--- src/rtl/tsjf_pkg.sv ---
// Shared types, constants and the adaptive coefficient table of the slider filter.
package tsjf_pkg;

  // Position and filter constants.
  localparam logic [6:0]  POS_MAX   = 7'd100;
  localparam int          Q14_SHIFT = 14;
  localparam logic [6:0]  SPEED_SLOW = 7'd2;
  localparam logic [6:0]  SPEED_FAST = 7'd10;

  // Coefficients at the ends of the adaptive range.
  localparam logic [14:0] KEEP_SLOW = 15'd15729;
  localparam logic [14:0] NEW_SLOW  = 15'd655;
  localparam logic [14:0] KEEP_FAST = 15'd14090;
  localparam logic [14:0] NEW_FAST  = 15'd2294;

  // Register reset values.
  localparam logic [7:0]  RST_RELEASE_FRAMES = 8'd3;
  localparam logic [14:0] RST_COEF_KEEP      = 15'd15401;
  localparam logic [14:0] RST_COEF_NEW       = 15'd983;
  localparam logic [3:0]  RST_RING_LENGTH    = 4'd8;

  // Configuration register indexes.
  typedef enum logic [2:0] {
    CFG_RELEASE_FRAMES = 3'd0,
    CFG_COEF_KEEP      = 3'd1,
    CFG_COEF_NEW       = 3'd2,
    CFG_PREDICT_ON     = 3'd3,
    CFG_ADAPTIVE_ON    = 3'd4,
    CFG_RING_LENGTH    = 3'd5
  } cfg_idx_e;

  typedef struct packed {
    logic [7:0]  release_frames;
    logic [14:0] coef_keep;
    logic [14:0] coef_new;
    logic        predict_on;
    logic        adaptive_on;
    logic [3:0]  ring_length;
  } cfg_t;

  // A coefficient pair; we is set when the core overwrites the registers.
  typedef struct packed {
    logic        we;
    logic [14:0] keep;
    logic [14:0] fresh;
  } coef_upd_t;

  // History ring control from the core.
  typedef struct packed {
    logic       push;
    logic       clr_fill;
    logic [6:0] val;
  } ring_ctrl_t;

  // History ring status to the core.
  typedef struct packed {
    logic [6:0] last;
    logic [6:0] before_last;
    logic       two_ok;
  } ring_stat_t;

  typedef struct packed {
    logic       out_valid;
    logic [6:0] out_position;
  } result_t;

  // Coefficients as a function of speed: slow and fast ends, linear steps between.
  function automatic coef_upd_t adapt_coef(input logic [6:0] speed);
    coef_upd_t c;
    c.we = 1'b1;
    case (speed) inside
      [7'd0:SPEED_SLOW]: begin c.keep = KEEP_SLOW;  c.fresh = NEW_SLOW; end
      7'd3:              begin c.keep = 15'd15533; c.fresh = 15'd851;  end
      7'd4:              begin c.keep = 15'd15320; c.fresh = 15'd1064; end
      7'd5:              begin c.keep = 15'd15123; c.fresh = 15'd1261; end
      7'd6:              begin c.keep = 15'd14910; c.fresh = 15'd1474; end
      7'd7:              begin c.keep = 15'd14713; c.fresh = 15'd1671; end
      7'd8:              begin c.keep = 15'd14500; c.fresh = 15'd1884; end
      7'd9:              begin c.keep = 15'd14304; c.fresh = 15'd2080; end
      default:           begin c.keep = KEEP_FAST;  c.fresh = NEW_FAST; end
    endcase
    return c;
  endfunction

endpackage

--- src/rtl/tsjf_ram.sv ---
// Generic single-write, single-read RAM with registered read data.
module tsjf_ram #(
  parameter int WIDTH = 7,
  parameter int DEPTH = 8
) (
  input  logic                     clk_i,
  input  logic                     we_i,
  input  logic [$clog2(DEPTH)-1:0] waddr_i,
  input  logic [WIDTH-1:0]         wdata_i,
  input  logic [$clog2(DEPTH)-1:0] raddr_i,
  output logic [WIDTH-1:0]         rdata_o
);

  logic [WIDTH-1:0] mem_q [DEPTH];
  logic [WIDTH-1:0] rd_q;

  // Read returns the old contents when the same address is written.
  always_ff @(posedge clk_i) begin
    if (we_i) begin
      mem_q[waddr_i] <= wdata_i;
    end
    rd_q <= mem_q[raddr_i];
  end

  assign rdata_o = rd_q;

endmodule

--- src/rtl/tsjf_cfg.sv ---
// Configuration register file with the adaptive coefficient write-back.
module tsjf_cfg (
  input  logic                  clk_i,
  input  logic                  rst_ni,
  input  logic                  wr_en_i,
  input  logic [2:0]            wr_index_i,
  input  logic [14:0]           wr_data_i,
  input  tsjf_pkg::coef_upd_t   coef_upd_i,
  output tsjf_pkg::cfg_t        cfg_o,
  output logic [3:0]            ring_length_next_o
);

  tsjf_pkg::cfg_t cfg_q, cfg_d;

  // Host writes take priority; the core rewrites the coefficients in adaptive mode.
  always_comb begin
    cfg_d = cfg_q;
    if (coef_upd_i.we) begin
      cfg_d.coef_keep = coef_upd_i.keep;
      cfg_d.coef_new  = coef_upd_i.fresh;
    end
    if (wr_en_i) begin
      case (tsjf_pkg::cfg_idx_e'(wr_index_i))
        tsjf_pkg::CFG_RELEASE_FRAMES: cfg_d.release_frames = wr_data_i[7:0];
        tsjf_pkg::CFG_COEF_KEEP:      cfg_d.coef_keep      = wr_data_i;
        tsjf_pkg::CFG_COEF_NEW:       cfg_d.coef_new       = wr_data_i;
        tsjf_pkg::CFG_PREDICT_ON:     cfg_d.predict_on     = wr_data_i[0];
        tsjf_pkg::CFG_ADAPTIVE_ON:    cfg_d.adaptive_on    = wr_data_i[0];
        tsjf_pkg::CFG_RING_LENGTH:    cfg_d.ring_length    = wr_data_i[3:0];
        default: ;
      endcase
    end
  end

  always_ff @(posedge clk_i or negedge rst_ni) begin
    if (!rst_ni) begin
      cfg_q.release_frames <= tsjf_pkg::RST_RELEASE_FRAMES;
      cfg_q.coef_keep      <= tsjf_pkg::RST_COEF_KEEP;
      cfg_q.coef_new       <= tsjf_pkg::RST_COEF_NEW;
      cfg_q.predict_on     <= 1'b0;
      cfg_q.adaptive_on    <= 1'b0;
      cfg_q.ring_length    <= tsjf_pkg::RST_RING_LENGTH;
    end else begin
      cfg_q <= cfg_d;
    end
  end

  assign cfg_o              = cfg_q;
  assign ring_length_next_o = cfg_d.ring_length;

endmodule

--- src/rtl/tsjf_ring.sv ---
// History ring: pointer, fill count, entry valid bits and two RAM read ports.
module tsjf_ring #(
  parameter int RING_DEPTH = 8
) (
  input  logic                 clk_i,
  input  logic                 rst_ni,
  input  logic [3:0]           ring_length_i,
  input  logic [3:0]           ring_length_next_i,
  input  tsjf_pkg::ring_ctrl_t ctrl_i,
  output tsjf_pkg::ring_stat_t stat_o
);

  localparam int PTR_W = $clog2(RING_DEPTH);
  localparam int CNT_W = $clog2(RING_DEPTH + 1);

  // Entries in use: the programmed length clamped to 1..RING_DEPTH.
  function automatic logic [CNT_W-1:0] len_used(input logic [3:0] len);
    logic [CNT_W-1:0] n;
    if (len == 4'd0) begin
      n = CNT_W'(1);
    end else if (32'(len) > RING_DEPTH) begin
      n = CNT_W'(RING_DEPTH);
    end else begin
      n = CNT_W'(len);
    end
    return n;
  endfunction

  logic [PTR_W-1:0]      ptr_q, ptr_d;
  logic [CNT_W-1:0]      fill_q, fill_d;
  logic [RING_DEPTH-1:0] ent_vld_q;
  logic [CNT_W-1:0]      n_cur, n_nxt, p_cur, p_nxt, fill_cap;
  logic [CNT_W-1:0]      last_a, prev_a;
  logic [PTR_W-1:0]      waddr, last_addr, prev_addr;
  logic [6:0]            wdat_q, last_rd, prev_rd;
  logic                  last_byp_q, prev_byp_q, last_vld_q, prev_vld_q;

  // Pointer and fill update on a push or a release.
  always_comb begin
    n_cur    = len_used(ring_length_i);
    p_cur    = (CNT_W'(ptr_q) >= n_cur) ? '0 : CNT_W'(ptr_q);
    waddr    = PTR_W'(p_cur);
    fill_cap = (fill_q > n_cur) ? n_cur : fill_q;
    ptr_d    = ptr_q;
    fill_d   = fill_q;
    if (ctrl_i.push) begin
      ptr_d  = (p_cur + CNT_W'(1) == n_cur) ? '0 : PTR_W'(p_cur + CNT_W'(1));
      fill_d = (fill_cap < n_cur) ? fill_cap + CNT_W'(1) : fill_cap;
    end else if (ctrl_i.clr_fill) begin
      fill_d = '0;
    end
  end

  // Read addresses of the two newest entries as seen after this cycle's update.
  always_comb begin
    n_nxt = len_used(ring_length_next_i);
    p_nxt = (CNT_W'(ptr_d) >= n_nxt) ? '0 : CNT_W'(ptr_d);
    last_a = (p_nxt == '0) ? n_nxt - CNT_W'(1) : p_nxt - CNT_W'(1);
    if (p_nxt >= CNT_W'(2)) begin
      prev_a = p_nxt - CNT_W'(2);
    end else if (p_nxt == CNT_W'(1)) begin
      prev_a = n_nxt - CNT_W'(1);
    end else if (n_nxt >= CNT_W'(2)) begin
      prev_a = n_nxt - CNT_W'(2);
    end else begin
      prev_a = '0;
    end
    last_addr = PTR_W'(last_a);
    prev_addr = PTR_W'(prev_a);
  end

  // Control state, valid bits and write bypass flags.
  always_ff @(posedge clk_i or negedge rst_ni) begin
    if (!rst_ni) begin
      ptr_q      <= '0;
      fill_q     <= '0;
      ent_vld_q  <= '0;
      last_byp_q <= 1'b0;
      prev_byp_q <= 1'b0;
      last_vld_q <= 1'b0;
      prev_vld_q <= 1'b0;
    end else begin
      ptr_q      <= ptr_d;
      fill_q     <= fill_d;
      if (ctrl_i.push) begin
        ent_vld_q[waddr] <= 1'b1;
      end
      last_byp_q <= ctrl_i.push && (last_addr == waddr);
      prev_byp_q <= ctrl_i.push && (prev_addr == waddr);
      last_vld_q <= ent_vld_q[last_addr];
      prev_vld_q <= ent_vld_q[prev_addr];
    end
  end

  // Written value kept for the bypass.
  always_ff @(posedge clk_i) begin
    if (ctrl_i.push) begin
      wdat_q <= ctrl_i.val;
    end
  end

  tsjf_ram #(.WIDTH(7), .DEPTH(RING_DEPTH)) u_ram_last (
    .clk_i   (clk_i),
    .we_i    (ctrl_i.push),
    .waddr_i (waddr),
    .wdata_i (ctrl_i.val),
    .raddr_i (last_addr),
    .rdata_o (last_rd)
  );

  tsjf_ram #(.WIDTH(7), .DEPTH(RING_DEPTH)) u_ram_prev (
    .clk_i   (clk_i),
    .we_i    (ctrl_i.push),
    .waddr_i (waddr),
    .wdata_i (ctrl_i.val),
    .raddr_i (prev_addr),
    .rdata_o (prev_rd)
  );

  // Entries never written read as zero.
  always_comb begin
    stat_o.last        = last_byp_q ? wdat_q : (last_vld_q ? last_rd : 7'd0);
    stat_o.before_last = prev_byp_q ? wdat_q : (prev_vld_q ? prev_rd : 7'd0);
    stat_o.two_ok      = (fill_q >= CNT_W'(2));
  end

endmodule

--- src/rtl/tsjf_core.sv ---
// Filter state and the single-pass step: speed, coefficients, prediction, IIR, release.
module tsjf_core (
  input  logic                  clk_i,
  input  logic                  rst_ni,
  input  logic                  step_i,
  input  logic                  touched_i,
  input  logic [6:0]            position_i,
  input  logic [31:0]           time_ms_i,
  input  tsjf_pkg::cfg_t        cfg_i,
  input  tsjf_pkg::ring_stat_t  ring_i,
  output tsjf_pkg::ring_ctrl_t  ring_o,
  output tsjf_pkg::coef_upd_t   coef_o,
  output tsjf_pkg::result_t     res_o
);

  logic [6:0]  filt_q, filt_d;
  logic        track_q, track_d;
  logic [7:0]  miss_q, miss_d, miss_inc;
  logic        praw_vld_q, praw_vld_d;
  logic [6:0]  praw_q, praw_d;
  logic [6:0]  speed_q, speed_d, speed_new, diff;
  logic [31:0] ptime_q, ptime_d;

  logic [6:0]  pos_sat, guess, gap, x_sel, iir_y, iir_out;
  logic [7:0]  guess_sum;
  logic        do_pred;
  logic [14:0] ck, cn;
  logic [21:0] prod_keep, prod_new;
  logic [22:0] acc;
  logic [8:0]  scaled;
  tsjf_pkg::coef_upd_t tab;

  // Speed, coefficient choice and the linear guess.
  always_comb begin
    pos_sat   = (position_i > tsjf_pkg::POS_MAX) ? tsjf_pkg::POS_MAX : position_i;
    diff      = (pos_sat >= praw_q) ? pos_sat - praw_q : praw_q - pos_sat;
    speed_new = (praw_vld_q && (ptime_q != 32'd0) && (time_ms_i != ptime_q)) ? diff : speed_q;
    tab       = tsjf_pkg::adapt_coef(speed_new);

    guess_sum = '0;
    gap       = '0;
    if (ring_i.last > ring_i.before_last) begin
      guess_sum = {1'b0, ring_i.last} + {1'b0, ring_i.last - ring_i.before_last};
      guess = (guess_sum > {1'b0, tsjf_pkg::POS_MAX}) ? tsjf_pkg::POS_MAX : guess_sum[6:0];
    end else if (ring_i.last < ring_i.before_last) begin
      gap   = ring_i.before_last - ring_i.last;
      guess = (ring_i.last >= gap) ? ring_i.last - gap : 7'd0;
    end else begin
      guess = ring_i.last;
    end

    miss_inc = miss_q + 8'd1;
    do_pred  = cfg_i.predict_on && (miss_inc == 8'd1) && ring_i.two_ok;
  end

  // Q14 first-order filter on the selected sample.
  always_comb begin
    x_sel     = touched_i ? pos_sat : guess;
    ck        = (touched_i && cfg_i.adaptive_on) ? tab.keep  : cfg_i.coef_keep;
    cn        = (touched_i && cfg_i.adaptive_on) ? tab.fresh : cfg_i.coef_new;
    prod_keep = filt_q * ck;
    prod_new  = x_sel * cn;
    acc       = {1'b0, prod_keep} + {1'b0, prod_new};
    scaled    = acc[22:tsjf_pkg::Q14_SHIFT];
    iir_y     = (scaled > {2'b00, tsjf_pkg::POS_MAX}) ? tsjf_pkg::POS_MAX : scaled[6:0];
    iir_out   = track_q ? iir_y : x_sel;
  end

  // Next state, ring and coefficient requests, and the result.
  always_comb begin
    filt_d     = filt_q;
    track_d    = track_q;
    miss_d     = miss_q;
    praw_vld_d = praw_vld_q;
    praw_d     = praw_q;
    speed_d    = speed_q;
    ptime_d    = ptime_q;
    ring_o     = '0;
    coef_o     = '0;
    res_o      = '0;
    if (touched_i) begin
      miss_d       = '0;
      speed_d      = speed_new;
      praw_d       = pos_sat;
      praw_vld_d   = 1'b1;
      ptime_d      = time_ms_i;
      coef_o       = cfg_i.adaptive_on ? tab : '0;
      ring_o.push  = 1'b1;
      ring_o.val   = pos_sat;
      filt_d       = iir_out;
      track_d      = 1'b1;
      res_o.out_valid    = 1'b1;
      res_o.out_position = iir_out;
    end else if (track_q) begin
      miss_d = miss_inc;
      if (do_pred) begin
        ring_o.push        = 1'b1;
        ring_o.val         = guess;
        filt_d             = iir_out;
        res_o.out_valid    = 1'b1;
        res_o.out_position = iir_out;
      end else if (miss_inc < cfg_i.release_frames) begin
        res_o.out_valid    = 1'b1;
        res_o.out_position = filt_q;
      end else begin
        // Release: forget tracking, fill and speed; keep the last output value.
        track_d         = 1'b0;
        miss_d          = '0;
        praw_vld_d      = 1'b0;
        speed_d         = '0;
        ring_o.clr_fill = 1'b1;
      end
    end
    if (!step_i) begin
      ring_o = '0;
      coef_o = '0;
    end
  end

  always_ff @(posedge clk_i or negedge rst_ni) begin
    if (!rst_ni) begin
      filt_q     <= '0;
      track_q    <= 1'b0;
      miss_q     <= '0;
      praw_vld_q <= 1'b0;
      praw_q     <= '0;
      speed_q    <= '0;
      ptime_q    <= '0;
    end else if (step_i) begin
      filt_q     <= filt_d;
      track_q    <= track_d;
      miss_q     <= miss_d;
      praw_vld_q <= praw_vld_d;
      praw_q     <= praw_d;
      speed_q    <= speed_d;
      ptime_q    <= ptime_d;
    end
  end

endmodule

--- src/rtl/touch_slider_jump_filter_top.sv ---
// Top level of the touch slider jump filter: handshakes, input and result registers.
//
// Input channel: in_valid_i / in_stall_o carry one frame request (touched_i,
// position_i, time_ms_i); a request is taken at a clock edge with in_valid_i
// high and in_stall_o low. Result channel: res_valid_o / res_stall_i carry one
// result (out_valid_o, out_position_o) for every accepted frame, in order.
// Configuration: cfg_valid_i / cfg_ready_o with a register index and data;
// cfg_ready_o is always high and indexes beyond the register list are ignored.
// Order: a taken frame is processed from the input register, and its result is loaded
// into the result register when the frame advances; the result is taken from there.
// Throughput: one frame per cycle unless res_stall_i holds a result back; the filter
// state loop and the history RAM read ports do not limit it.
// Reset clears the filter state, the history ring and the registers to their
// defaults; no clearing pass is needed, and frames are accepted right away.
// When res_stall_i holds a finished result, the frame in the input register
// waits behind it and in_stall_o rises only once both stages are occupied.
module touch_slider_jump_filter_top #(
  parameter int RING_DEPTH = 8
) (
  input  logic        clk_i,
  input  logic        rst_ni,
  input  logic        in_valid_i,
  output logic        in_stall_o,
  input  logic        touched_i,
  input  logic [6:0]  position_i,
  input  logic [31:0] time_ms_i,
  output logic        res_valid_o,
  input  logic        res_stall_i,
  output logic        out_valid_o,
  output logic [6:0]  out_position_o,
  input  logic        cfg_valid_i,
  output logic        cfg_ready_o,
  input  logic [2:0]  cfg_index_i,
  input  logic [14:0] cfg_data_i
);

  logic        s1_vld_q, s1_vld_d;
  logic        s1_touched_q;
  logic [6:0]  s1_pos_q;
  logic [31:0] s1_time_q;
  logic        res_vld_q, res_vld_d;
  tsjf_pkg::result_t    res_q, res_d;
  logic        advance, accept, take;
  logic [3:0]  ring_length_next;
  tsjf_pkg::cfg_t       cfg;
  tsjf_pkg::coef_upd_t  coef_upd;
  tsjf_pkg::ring_ctrl_t ring_ctrl;
  tsjf_pkg::ring_stat_t ring_stat;

  // Pipeline handshake: the frame advances when the result register is free.
  assign advance     = s1_vld_q && (!res_vld_q || !res_stall_i);
  assign in_stall_o  = s1_vld_q && !advance;
  assign accept      = in_valid_i && !in_stall_o;
  assign take        = res_vld_q && !res_stall_i;
  assign cfg_ready_o = 1'b1;

  always_comb begin
    s1_vld_d  = accept ? 1'b1 : (advance ? 1'b0 : s1_vld_q);
    res_vld_d = advance ? 1'b1 : (take ? 1'b0 : res_vld_q);
  end

  always_ff @(posedge clk_i or negedge rst_ni) begin
    if (!rst_ni) begin
      s1_vld_q  <= 1'b0;
      res_vld_q <= 1'b0;
    end else begin
      s1_vld_q  <= s1_vld_d;
      res_vld_q <= res_vld_d;
    end
  end

  // Input and result payload registers.
  always_ff @(posedge clk_i) begin
    if (accept) begin
      s1_touched_q <= touched_i;
      s1_pos_q     <= position_i;
      s1_time_q    <= time_ms_i;
    end
    if (advance) begin
      res_q <= res_d;
    end
  end

  tsjf_cfg u_cfg (
    .clk_i              (clk_i),
    .rst_ni             (rst_ni),
    .wr_en_i            (cfg_valid_i && cfg_ready_o),
    .wr_index_i         (cfg_index_i),
    .wr_data_i          (cfg_data_i),
    .coef_upd_i         (coef_upd),
    .cfg_o              (cfg),
    .ring_length_next_o (ring_length_next)
  );

  tsjf_ring #(.RING_DEPTH(RING_DEPTH)) u_ring (
    .clk_i              (clk_i),
    .rst_ni             (rst_ni),
    .ring_length_i      (cfg.ring_length),
    .ring_length_next_i (ring_length_next),
    .ctrl_i             (ring_ctrl),
    .stat_o             (ring_stat)
  );

  tsjf_core u_core (
    .clk_i      (clk_i),
    .rst_ni     (rst_ni),
    .step_i     (advance),
    .touched_i  (s1_touched_q),
    .position_i (s1_pos_q),
    .time_ms_i  (s1_time_q),
    .cfg_i      (cfg),
    .ring_i     (ring_stat),
    .ring_o     (ring_ctrl),
    .coef_o     (coef_upd),
    .res_o      (res_d)
  );

  assign res_valid_o    = res_vld_q;
  assign out_valid_o    = res_q.out_valid;
  assign out_position_o = res_q.out_position;

endmodule

--- config.mk ---
export PLATFORM = sky130hd
export DESIGN_NAME = touch_slider_jump_filter_top
export DESIGN_NICKNAME = d
export VERILOG_FILES = /design/src/rtl/tsjf_pkg.sv /design/src/rtl/tsjf_ram.sv /design/src/rtl/tsjf_cfg.sv /design/src/rtl/tsjf_ring.sv /design/src/rtl/tsjf_core.sv /design/src/rtl/touch_slider_jump_filter_top.sv
export SDC_FILE = /design/constraint.sdc
export NUM_CORES = 1
export LEC_CHECK = 0
export BUFFER_PORTS_ARGS = -buffer_cell sky130_fd_sc_hd__buf_2
export CORE_MARGIN = 2
export CORE_UTILIZATION = 40
export DETAILED_ROUTE_END_ITERATION = 10
export GPL_TIMING_DRIVEN = 1
export SLEW_MARGIN = 40
export SYNTH_ARGS = -nofsm -noshare
export SYNTH_HDL_FRONTEND = slang
export SYNTH_SLANG_ARGS = --single-unit
export TNS_END_PERCENT = 20
--- constraint.sdc ---
create_clock -name clk_i -period 14.7 [get_ports clk_i]
set_clock_uncertainty 0.15 [all_clocks]
set_input_delay 2.94 -clock clk_i [delete_from_list [all_inputs] [get_ports clk_i]]
set_output_delay 2.94 -clock clk_i [all_outputs]
set_load 0.03 [all_outputs]
# ---- Word level (Yosys, flattened, before mapping)
# Memories as Yosys holds them, arrays and structs flattened. A register that Yosys moved wholly into a read port is not among the register bits.
# Cells that the tools add are included.
dict set report word_totals {
  regBits 183
  ramBits 112
  input_bits 63
  output_inout_bits 11
  wordCells 219
  mem_count 2
}
dict set report op_classes {
  addsub 14
  mul 2
  n_lt_le_gt_ge 23
  n_eq_ne 20
  muxes 94
  bitwise_logic 1
  n_reduce_logical 35
}
# name depth word_bits read_ports rd_clocked_by_memory_dff wr line_no
set memory_table {}
lappend memory_table {u_ring.u_ram_last.mem_q 8 7 1 1 1 tsjf_ram.sv:14} ;# logic [WIDTH-1:0] mem_q [DEPTH];
lappend memory_table {u_ring.u_ram_prev.mem_q 8 7 1 1 1 tsjf_ram.sv:14}
# operator n
set op_table {}
lappend op_table {{two-way mux 30 bit} 8}
lappend op_table {{two-way mux 7 bit} 24}
lappend op_table {{two-way mux 31 bit} 3}
lappend op_table {{two-way mux 15 bit} 4}
lappend op_table {{two-way mux 8 bit} 7}
lappend op_table {{multiplier 7 x 15 -> 22 bit} 2}
lappend op_table {{two-way mux 36 bit} 1}
lappend op_table {{two-way mux 4 bit} 9}
lappend op_table {{subtractor 7 bit} 5}
lappend op_table {{!= test 32 bit} 1}
lappend op_table {{nonzero test 32 bit} 1}
lappend op_table {{== test 7 x 3 -> 1 bit (second input constant)} 4}
lappend op_table {{two-way mux 1 bit} 24}
lappend op_table {{two-way mux 3 bit} 8}
lappend op_table {{adder 22 x 22 -> 23 bit} 1}
lappend op_table {{two-way mux 23 bit} 1}
lappend op_table {{two-way mux 9 bit} 2}
lappend op_table {{== test 7 x 4 -> 1 bit (second input constant)} 2}
lappend op_table {{>= comparator 7 bit} 2}
lappend op_table {{logical AND 1 bit} 13}
lappend op_table {{>= comparator 4 x 2 -> 1 bit (second input constant)} 3}
lappend op_table {{zero test 4 bit} 3}
lappend op_table {{less-than comparator 3 x 4 -> 1 bit (second input constant)} 3}
lappend op_table {{AND reduction 2 bit} 5}
lappend op_table {{other kinds (36)} 53}

# ---- Logic depth before layout (Yosys ltp)
dict set report logic_depth {
  depth_word 30
  ltp_mapped 49
}

# ---- Cells and area by module
# Synthesis repeated with hierarchy kept, for this count alone.
dict set report unflattened {
  cells_unflattened 2301
  hier_area_um2 24063.1
}
# module instances cells_per_inst area_per_inst_um2 seq_area_each_um2
set modules_own_cells {}
lappend modules_own_cells {tsjf_core 1 1649 13269.0 1576.5}
lappend modules_own_cells {tsjf_ram 2 101 2366.0 1821.7}
lappend modules_own_cells {tsjf_ring 1 257 2407.3 685.7}
lappend modules_own_cells {tsjf_cfg 1 135 2109.5 1123.6}
lappend modules_own_cells {touch_slider_jump_filter_top 1 58 1545.2 1491.4}

# ---- Least setup slack after synthesis
# OpenSTA, ideal clock, no wires.
dict set report synth_path {
  kind {reg-to-reg}
  start {register u_ring.last_byp_q}
  end {register res_q (netlist bit out_position_o[3]), data pin}
  setup_ns 0.261
  t_arrival_ns 10.637
  path_slack_ns 3.652
  path_stages_with_launch 45
  n_path_buf 3
  period_less_slack_ns 11.048
  path_cell_list {dfrtp_1 -> buf_6 -> and2_1 -> or2_2 -> inv_1 -> ha_1 -> inv_1 -> fa_1 -> a21o_1 -> a21oi_1 -> o21bai_1 -> a21oi_1 -> xnor2_1 -> ha_1 -> or4b_1 -> o2111ai_1 -> o311ai_2 -> nor2b_1 -> [... 9 more ...] -> fa_1 -> inv_1 -> fa_1 -> inv_1 -> ha_1 -> and4_1 -> and3_1 -> and3_1 -> clkbuf_1 -> a21o_1 -> o221a_2 -> a311oi_1 -> o31ai_1 -> or2_2 -> o41ai_2 -> o21a_1 -> nor3_2 -> a221o_1}
}
# item line_no
set synth_rtl {}
lappend synth_rtl {{start, declared} tsjf_ring.sv:36} ;# logic last_byp_q, prev_byp_q, last_vld_q, prev_vld_q;
lappend synth_rtl {{start signal, assigned} tsjf_ring.sv:88} ;# last_byp_q <= ctrl_i.push && (last_addr == waddr);
lappend synth_rtl {{end signal, assigned} touch_slider_jump_filter_top.sv:80} ;# res_q <= res_d;
lappend synth_rtl {{end, declared} touch_slider_jump_filter_top.sv:42} ;# tsjf_pkg::result_t res_q, res_d;

==> flow_summary_export.csv <==
group,metric,value,unit
status,outcome,"finished clean",
layout,antenna_cells,0,
layout,nets,2622,
clock_tree,cts_sinks,253,
layout,fillers,5197,
die,core-area,53600,sq um
worst_setup_path,critPathMaxStageDelay,560,ps
clock_tree,cts_hold_buf,0,
placed_design,gp_congestion,0.935,
die,num_rows,85,
worst_setup_path,worst_ep_arrival_time,12020,ps
yosys,ys_types,100,
detailed_routing,vias,16600,
timing,fin_crit_sh,80.5,%
yosys,synth_nets,2571,
detailed_routing,ant_nets,0,
placed_design,dp_hpwl,45.6,mm
global_route,grt_first_pass_wirelength,96.0,mm
timing,finalSetupViolCount,0,
layout,mostFrequentLayoutCells,"271 x inv_1, 216 x nand2_1, 170 x fa_1, 144 x nor2_1, 136 x ha_1",
yosys,ys_async_sr_fraction,50.6,%
yosys,ys_ff_latch,253,
clock_tree,cts_tree,"done",
layout,regArea,6840,sq um
clock_tree,cts_resized,0,
placed_design,portBuffers,72,
worst_setup_path,critPathLaunchType,"register",
clock_tree,postCtsSetupRepairBufs,0,
global_route,antenna_found_initial,2,
global_route,grt_max_degree,69,
yosys,synth_edf_count,111,
layout,multi_input_area,13500,sq um
detailed_routing,via_per_inst,5.58,
hold_path,worstHoldPathType,"register to register",
clock_tree,htree_levels,1,
die,die_x,236,microns
yosys,synth_area_per_cell,9.81,sq um
worst_setup_path,crit_top_cell,"fa_1",
worst_setup_path,end_kind,"register",
timing,drv_slew,0,
clock_tree,clockRootBuffer,"clkbuf_16",
yosys,ys_seq_area_share,31.7,%
layout,drive_above_1_share,14.4,%
yosys,ys.flop_type,"edfxtp_1",
global_route,grt-ovfl-total,0,
die,start_util,40.3,%
die,io_pins,74,
timing,timing.setup.tns,0,ps
yosys,syn_inst,2202,
global_route,grtUsageTotal,21.9,%
yosys,syn_area,21600,sq um
timing,tightest_slew,856,ps
worst_setup_path,worstPathRequired,14880,ps
clock_tree,clk_latency,580,ps
die,fp.dieH,236,microns
layout,area_growth,9.85,%
timing,fmax,84.5,MHz
worst_setup_path,crit_type,"register to register",
timing,relSlewSlack,42.6,%
worst_setup_path,crit_path_top_delay_cell,"fa_1",
detailed_routing,remaining_drc_errors,0,
global_route,grt_pass1_vias,17000,
layout,layout_commonest_cell,"inv_1",
timing,rsz0062_at_grt,"no",
detailed_routing,dr.first_iter.drc_count,1248,
yosys,ys_top_cells_by_area,"fa_1 16%, edfxtp_1 15%, dfrtp_1 13%, ha_1 7.9%, inv_1 4.7%",
timing,period_needed,11840,ps
clock_tree,numCtsBuffers,26,
yosys,synth_top_area_cell,"fa_1",
run,max-cap-violations,0,
timing,hold_viol_final,0,
detailed_routing,routedWlPerCell,20.2,microns
clock_tree,clk_pin_slew,70,ps
yosys,netlist.area_leader.share,15.8,%
detailed_routing,wirelength,60.1,mm
yosys,ys_warn_count,0,
clock_tree,clockBufferDepth,3,
die,die_area,55900,sq um
worst_setup_path,cp_max_fo,17,
detailed_routing,dr.pass1.iters,5,
[metrics by stage]
stage | instance area (sq um) | setup slack (ps) | cells | utilization (%) | hold WS [ps]
5_1_grt | 23700 | 2170 | 2969 | 44.3 | 345
3_5_place_dp | 22800 | 2960 | 2921 | 42.5 | 313
2_1_floorplan | 21600 | 3650 | 2202 | - | 291
6_report | 23700 | 2860 | 2969 | 44.3 | 328
4_1_cts | 23700 | 2930 | 2969 | 44.2 | 330
3_3_place_gp | 22800 | 3110 | 2920 | 42.5 | 304
[final timing paths]
kind | slack [ps] | endpoint | startpoint | depth (start not counted)
worst max-delay path | 2860 | out_position_o[3] | u_ring.prev_byp_q | 43
worst min-delay path | 330 | res_valid_o | s1_vld_q | 1
worst max register to register | 2860 | out_position_o[3] | u_ring.prev_byp_q | 43
worst min register to register | 330 | res_valid_o | s1_vld_q | 1
max in group asynchronous | 11140 | u_cfg.cfg_o[35] | rst_ni | 2
min in group asynchronous | 2230 | u_core.ptime_q[19] | rst_ni | 1
[cells in the mapped netlist (all sizes together), types with 16 or more instances]
cell type / count
a21o: 37
a21oi: 95
and2: 49
and3: 17
buf: 24
clkbuf: 57
dfrtp: 110
dfstp: 18
edfxtp: 111
fa: 170
ha: 136
inv: 272
mux2: 59
mux2i: 43
mux4: 16
nand2: 217
nand2b: 33
nand3: 38
nand4: 20
nor2: 145
nor2b: 36
nor3: 30
nor4: 26
o21a: 23
o21ai: 121
o31ai: 17
or2: 38
xnor2: 60
[metal layers]
| layer | wire length, microns | GRT usage (%) | up-vias |
|---|---|---|---|
| met5 | 0 | 0 | - |
| met4 | 2200 | 7.36 | 0 |
| met3 | 3310 | 2.79 | 124 |
| met2 | 28700 | 36.6 | 535 |
| met1 | 25900 | 29.4 | 8292 |
| li1 | - | - | 7611 |
[flip-flops by register name (all words and copies together) (netlist names), 3 cells and up]
name and flops:
out_position_o 7, s1_pos_q 7, s1_time_q 32, u_cfg.cfg_o 44, u_core.filt_q 7, u_core.miss_q 8, u_core.praw_q 7, u_core.ptime_q 32
u_core.speed_q 7, u_ring.ent_vld_q 8, u_ring.fill_q 4, u_ring.ptr_q 3, u_ring.u_ram_last.rdata_o 7, u_ring.u_ram_prev.mem_q 56, u_ring.u_ram_prev.rdata_o 7, u_ring.wdat_q 7
[cell type report]
cell class / count / area share (%)
clock buffer: 35 / 3.10
clock inverter: 13 / 0.654
inverter: 272 / 4.30
multi-input combinational: 1596 / 56.8
sequential: 253 / 28.8
tap: 696 / 3.67
timing repair buffer: 104 / 2.61
[worst max-delay path, delay by kind of cell, from the launching register on]
family | cells | cell delay (ps)
compound gates | 17 | 3320
xor+xnor | 1 | 90
fa+ha+maj | 10 | 4480
buf+inv | 5 | 480
flops | 1 | 480
simple gates | 10 | 2590
[kinds of logic after synthesis]
logic type      Yosys count  synth area share, %
simple gates            686                 15.7
compound gates          411                 12.8
buf+inv                 353                 6.36
fa+ha+maj               306                 23.6
flops                   253                 31.7
mux                     118                 6.80
xor+xnor                 74                 3.00
other cells               1               0.0174
Power is not shown: default switching activity piles up to over one toggle a cycle in this logic, so the estimate is an artifact.
